--- config.mk ---
export PLATFORM = sky130hd
export DESIGN_NAME = mrl_ctrl
export DESIGN_NICKNAME = d
export VERILOG_FILES = /design/src/hw/rtl/mrl_pkg.sv /design/src/hw/rtl/mrl_ctrl.sv
export SDC_FILE = /design/constraint.sdc
export NUM_CORES = 1
export LEC_CHECK = 0
export ABC_AREA = 1
export BUFFER_PORTS_ARGS = -buffer_cell sky130_fd_sc_hd__clkbuf_2
export CAP_MARGIN = 15
export CORE_AREA = 4 4 41 43
export CTS_CLUSTER_SIZE = 14
export DETAILED_ROUTE_END_ITERATION = 12
export DIE_AREA = 0 0 45 47
export GPL_ROUTABILITY_DRIVEN = 0
export GPL_TIMING_DRIVEN = 0
export SETUP_SLACK_MARGIN = 0.15
export SLEW_MARGIN = 0
export SYNTH_ARGS = -nofsm -noshare
export SYNTH_HDL_FRONTEND = slang
export SYNTH_SLANG_ARGS = --single-unit
export TNS_END_PERCENT = 100
--- constraint.sdc ---
create_clock -name clk -period 0.8 [get_ports clk]
set_input_delay 0.2 -clock clk [delete_from_list [all_inputs] [get_ports clk]]
set_output_delay 0.2 -clock clk [all_outputs]
set_load 0.01 [all_outputs]
--- src/hw/rtl/mrl_pkg.sv ---
// Shared types and constants for the message rate limiter.
// No dependencies; imported by every module of the block.
package mrl_pkg;

  localparam int TS_W              = 31;
  localparam int KEY_W             = 64;
  localparam int WIN_W             = 16;
  localparam int ENTRY_W           = KEY_W + TS_W;
  localparam int IN_TDATA_W        = 96;
  localparam int OUT_TDATA_W       = 8;
  localparam int TABLE_ENTRIES_DEF = 64;

  localparam logic [WIN_W-1:0] WINDOW_RESET = 16'd10;

  // controller -> datapath
  typedef struct packed {
    logic start;   // capture the input transaction, clear scan state
    logic scan;    // step the table scan
    logic commit;  // write back and load the result register
  } mrl_cmd_t;

  // datapath -> controller
  typedef struct packed {
    logic scan_done;  // scan over (all live entries examined or key matched), no read in flight
    logic out_free;   // result register can take a new value this cycle
  } mrl_status_t;

endpackage

--- src/hw/rtl/mrl_ctrl.sv ---
// Sequencer for the rate limiter: idle, table scan, commit.
// Depends on mrl_pkg; drives mrl_dp through mrl_cmd_t.
module mrl_ctrl
  import mrl_pkg::*;
(
  input  logic        clk,
  input  logic        rst_n,
  input  logic        in_tvalid,
  output logic        in_tready,
  input  mrl_status_t status,
  output mrl_cmd_t    cmd
);

  localparam logic [1:0] S_IDLE   = 2'd0;
  localparam logic [1:0] S_SCAN   = 2'd1;
  localparam logic [1:0] S_COMMIT = 2'd2;

  logic [1:0] state_r;
  logic [1:0] state_nxt;

  always_comb begin
    state_nxt  = state_r;
    cmd        = '0;
    in_tready  = 1'b0;
    unique case (state_r)
      S_IDLE: begin
        in_tready = 1'b1;
        if (in_tvalid) begin
          cmd.start = 1'b1;
          state_nxt = S_SCAN;
        end
      end
      S_SCAN: begin
        cmd.scan = 1'b1;
        if (status.scan_done) begin
          state_nxt = S_COMMIT;
        end
      end
      S_COMMIT: begin
        // hold here while the previous result still waits
        if (status.out_free) begin
          cmd.commit = 1'b1;
          state_nxt  = S_IDLE;
        end
      end
      default: begin
        state_nxt = S_IDLE;
      end
    endcase
  end

  always_ff @(posedge clk) begin
    if (!rst_n) begin
      state_r <= S_IDLE;
    end else begin
      state_r <= state_nxt;
    end
  end

endmodule

==> summary.md <==
| Metric | Value |
|---|---|
| Max Cap Viol | `0` |
| Die W | `roughly 45 um` |
| Synth top area share | `between 30% and 40%` |
| Chip height | `47 um` |
| Via Count | `153` |
| HP Class | `in2reg` |
| Mapped Nets | `21` |
| #FFs+latches synth | `2` |
| Sw frac | `a little over a quarter` |
| Int Power | `about 330 uW` |
| CTS tree | `done` |
| N_diodes | `0` |
| Syn. warnings | `0` |
| Num Clock Sinks | `2` |
| Final setup skew | `4.74 ps` |
| Largest net degree at the start of global routing | `5` |
| Final Hold Fails | `0` |
| CP startpoint kind | `flop` |
| Crit path kind | `reg2out` |
| Die area | `roughly 2100 um2` |
| Vias in the first global route | `roughly 150` |
| Number of flip-flops in the largest register | `2` |
| Largest regs | `state_r x2` |
| GR Util All Layers | `4.90%` |
| CTS root buffer | `clkbuf_4` |
| Layout area overhead | `131%` |
| Clock buffer depth | `2` |
| Sequential share of power | `between 20% and 30%` |
| Leakage power | `around 0.12 nW` |
| Area leader, netlist | `dfxtp_1` |
| Clock Power Share | `50.7%` |
| Setup slack at placement | `-99.2 ps` |
| Clock Latency Late Sink | `230 ps` |
| IO Count | `9` |
| Mean post-synth cell area | `around 7 um2` |
| Fill cell total of the finished layout | `between 150 and 200` |
| Distinct cells, synth | `10` |
| Vias per cell | `~3.4` |
| WP data required | `roughly 600 ps` |
| Cts bufs inserted | `3` |
| Initial Util | `under 10%` |
| Final ANT Viol Nets | `0` |
| Seq/Total Area, Yosys | `between 30% and 40%` |
| Sw Pwr | `123 uW` |
| Synthesized area | `approximately 110 um2` |
| Routed wire length per instance | `8.56 um` |
| Clk slew on worst S/H paths | `30 ps` |
| Part of the cycle the worst path needs | `137%` |
| Crit path max fanout | `4` |
| Final #Nets | `37` |
| Cells after Synth | `16` |
| Status | `finished with violations` |
| Total power | `approximately 450 uW` |
| Comb pwr share | `a little under a quarter` |
| First-pass GRT wire length | `593 um` |
| GRT Residual Overflow | `0` |
| RSZ-0062 raised after global routing | `yes` |
| Initial antenna violation count | `0` |
| CORE AREA | `1300 um2` |
| Period minus WS final | `about 1100 ps` |
| Setup-failing EPs final | `5` |
| Final wirelength | `roughly 390 um` |
| Failing checks | `negative setup slack` |
| Share of layout cells above drive strength 1 | `between 80% and 90%` |
| Pwr per Cell Area | `~1800 nW/um2` |
| Peak supply drop | `0.406 mV` |
| Row count | `13` |
| Most area-consuming cells after synthesis | `dfxtp_1 (36%), inv_1 (17%), nand3_1 (9.0%), a21oi_2 (7.9%), nand3b_1 (6.7%)` |
| Fin Hold WS | `around 230 ps` |
| Top reg by flops | `state_r` |
| Max_slew headroom | `between 90% and 100%` |
| First-pass DRT Iterations | `3` |
| Peak Freq | `approximately 910 MHz` |
| DRC Markers | `0` |
| CTS H-tree depth | `1` |
| Critical path capture point type | `primary output` |
| Final-report max-slew violation count | `0` |
| Final worst slack | `-299 ps` |
| Number of port buffers | `8` |
| Arrival time worst endpoint | `900 ps` |
| DR iter-0 viols | `1` |
| Slew @ Worst Pin | `128 ps` |
[worst max-delay path, stage by stage (launching register included)]
cell and delay, ps:
dfxtp_4 360, nor2_4 110, nand2_2 60, inv_2 50, buf_6 90
[path summary, 6_finish.rpt]
check        cells after the start  startpoint    endpoint  slack (ps)
max                              4  state_r[1]      cmd[2]        -300
min                              3   status[1]  state_r[1]         230
max reg2reg                      5  state_r[1]  state_r[0]        -120
min reg2reg                      2  state_r[1]  state_r[1]         540
[routing by layer]
layer  GRT usage (%)  vias up  part of all wire [%]
li1                -       79                     -
met1            5.00       68                    46
met2            4.52        6                    46
met3            2.30        0                   8.3
met4            10.5        0                     0
met5               0        -                     0
[metrics by stage]
step	utilization [%]	instance area, um2	setup TNS [ps]	std cells
finish	19.8	258	-1180	45
global route	19.8	258	-1470	45
CTS	17.5	228	-1200	44
detailed placement	14.2	185	-247	39
global placement	14.2	185	-244	39
floorplan	-	126	-6.55	16
[placed cells by master (no fill, tap or decap)]
cell type  synthesis  final
nand3_2            0      1
a21oi_2            1      2
nand3b_1           1      1
nor3_2             0      1
buf_6              0      3
dfxtp_4            0      2
nand3_1            2      1
clkbuf_2           0      4
nor2_4             0      1
inv_1              5      2
nor2_2             1      1
inv_2              0      3
buf_2              0      3
nand2_2            1      1
clkbuf_4           0      3
buf_4              0      1
[synth_stat cells]
cell type,n
nand3b_1,1
nor2_1,1
dfxtp_1,2
nor2_2,1
nand3_1,2
a21oi_1,1
inv_1,5
nor3_1,1
a21oi_2,1
nand2_2,1
[cells by family (layout without fill, tap and decap cells)]
group	count (synthesis)	count (layout)	share of synthesized area (%)
flip-flops	2	2	36.0
AND/OR/NAND/NOR	7	7	34.8
buffers and inverters	5	19	16.9
AO/OA/AOI/OAI	2	2	12.4
[cell type report]
class	count	area, um2	share of cell area (%)
Timing Repair Buffer	11	76.3	29.6
Multi-Input combinational cell	9	73.8	28.6
Sequential cell	2	47.5	18.4
Clock buffer	3	22.5	8.74
Inverter	5	18.8	7.28
Tap cell	15	18.8	7.28
[power by group through the flow]
| stage | registers (mW) | logic, mW | clock network [mW] |
|---|---|---|---|
| floorplan | 0.119 | 0.0427 | 0 |
| global placement | 0.120 | 0.0714 | 0 |
| detailed placement | 0.120 | 0.0716 | 0 |
| CTS | 0.115 | 0.0859 | 0.243 |
| global route | 0.118 | 0.117 | 0.274 |
| finish | 0.117 | 0.106 | 0.230 |
[timing repair]
action / in CTS / in global routing
resized for setup: 3 / 10
buffers inserted: 2 / 1
hold buffers: 0 / 0
pin swaps: 3 / 5
endpoints found under the setup margin: 6 / 6
(Power assumes the default switching activity.)
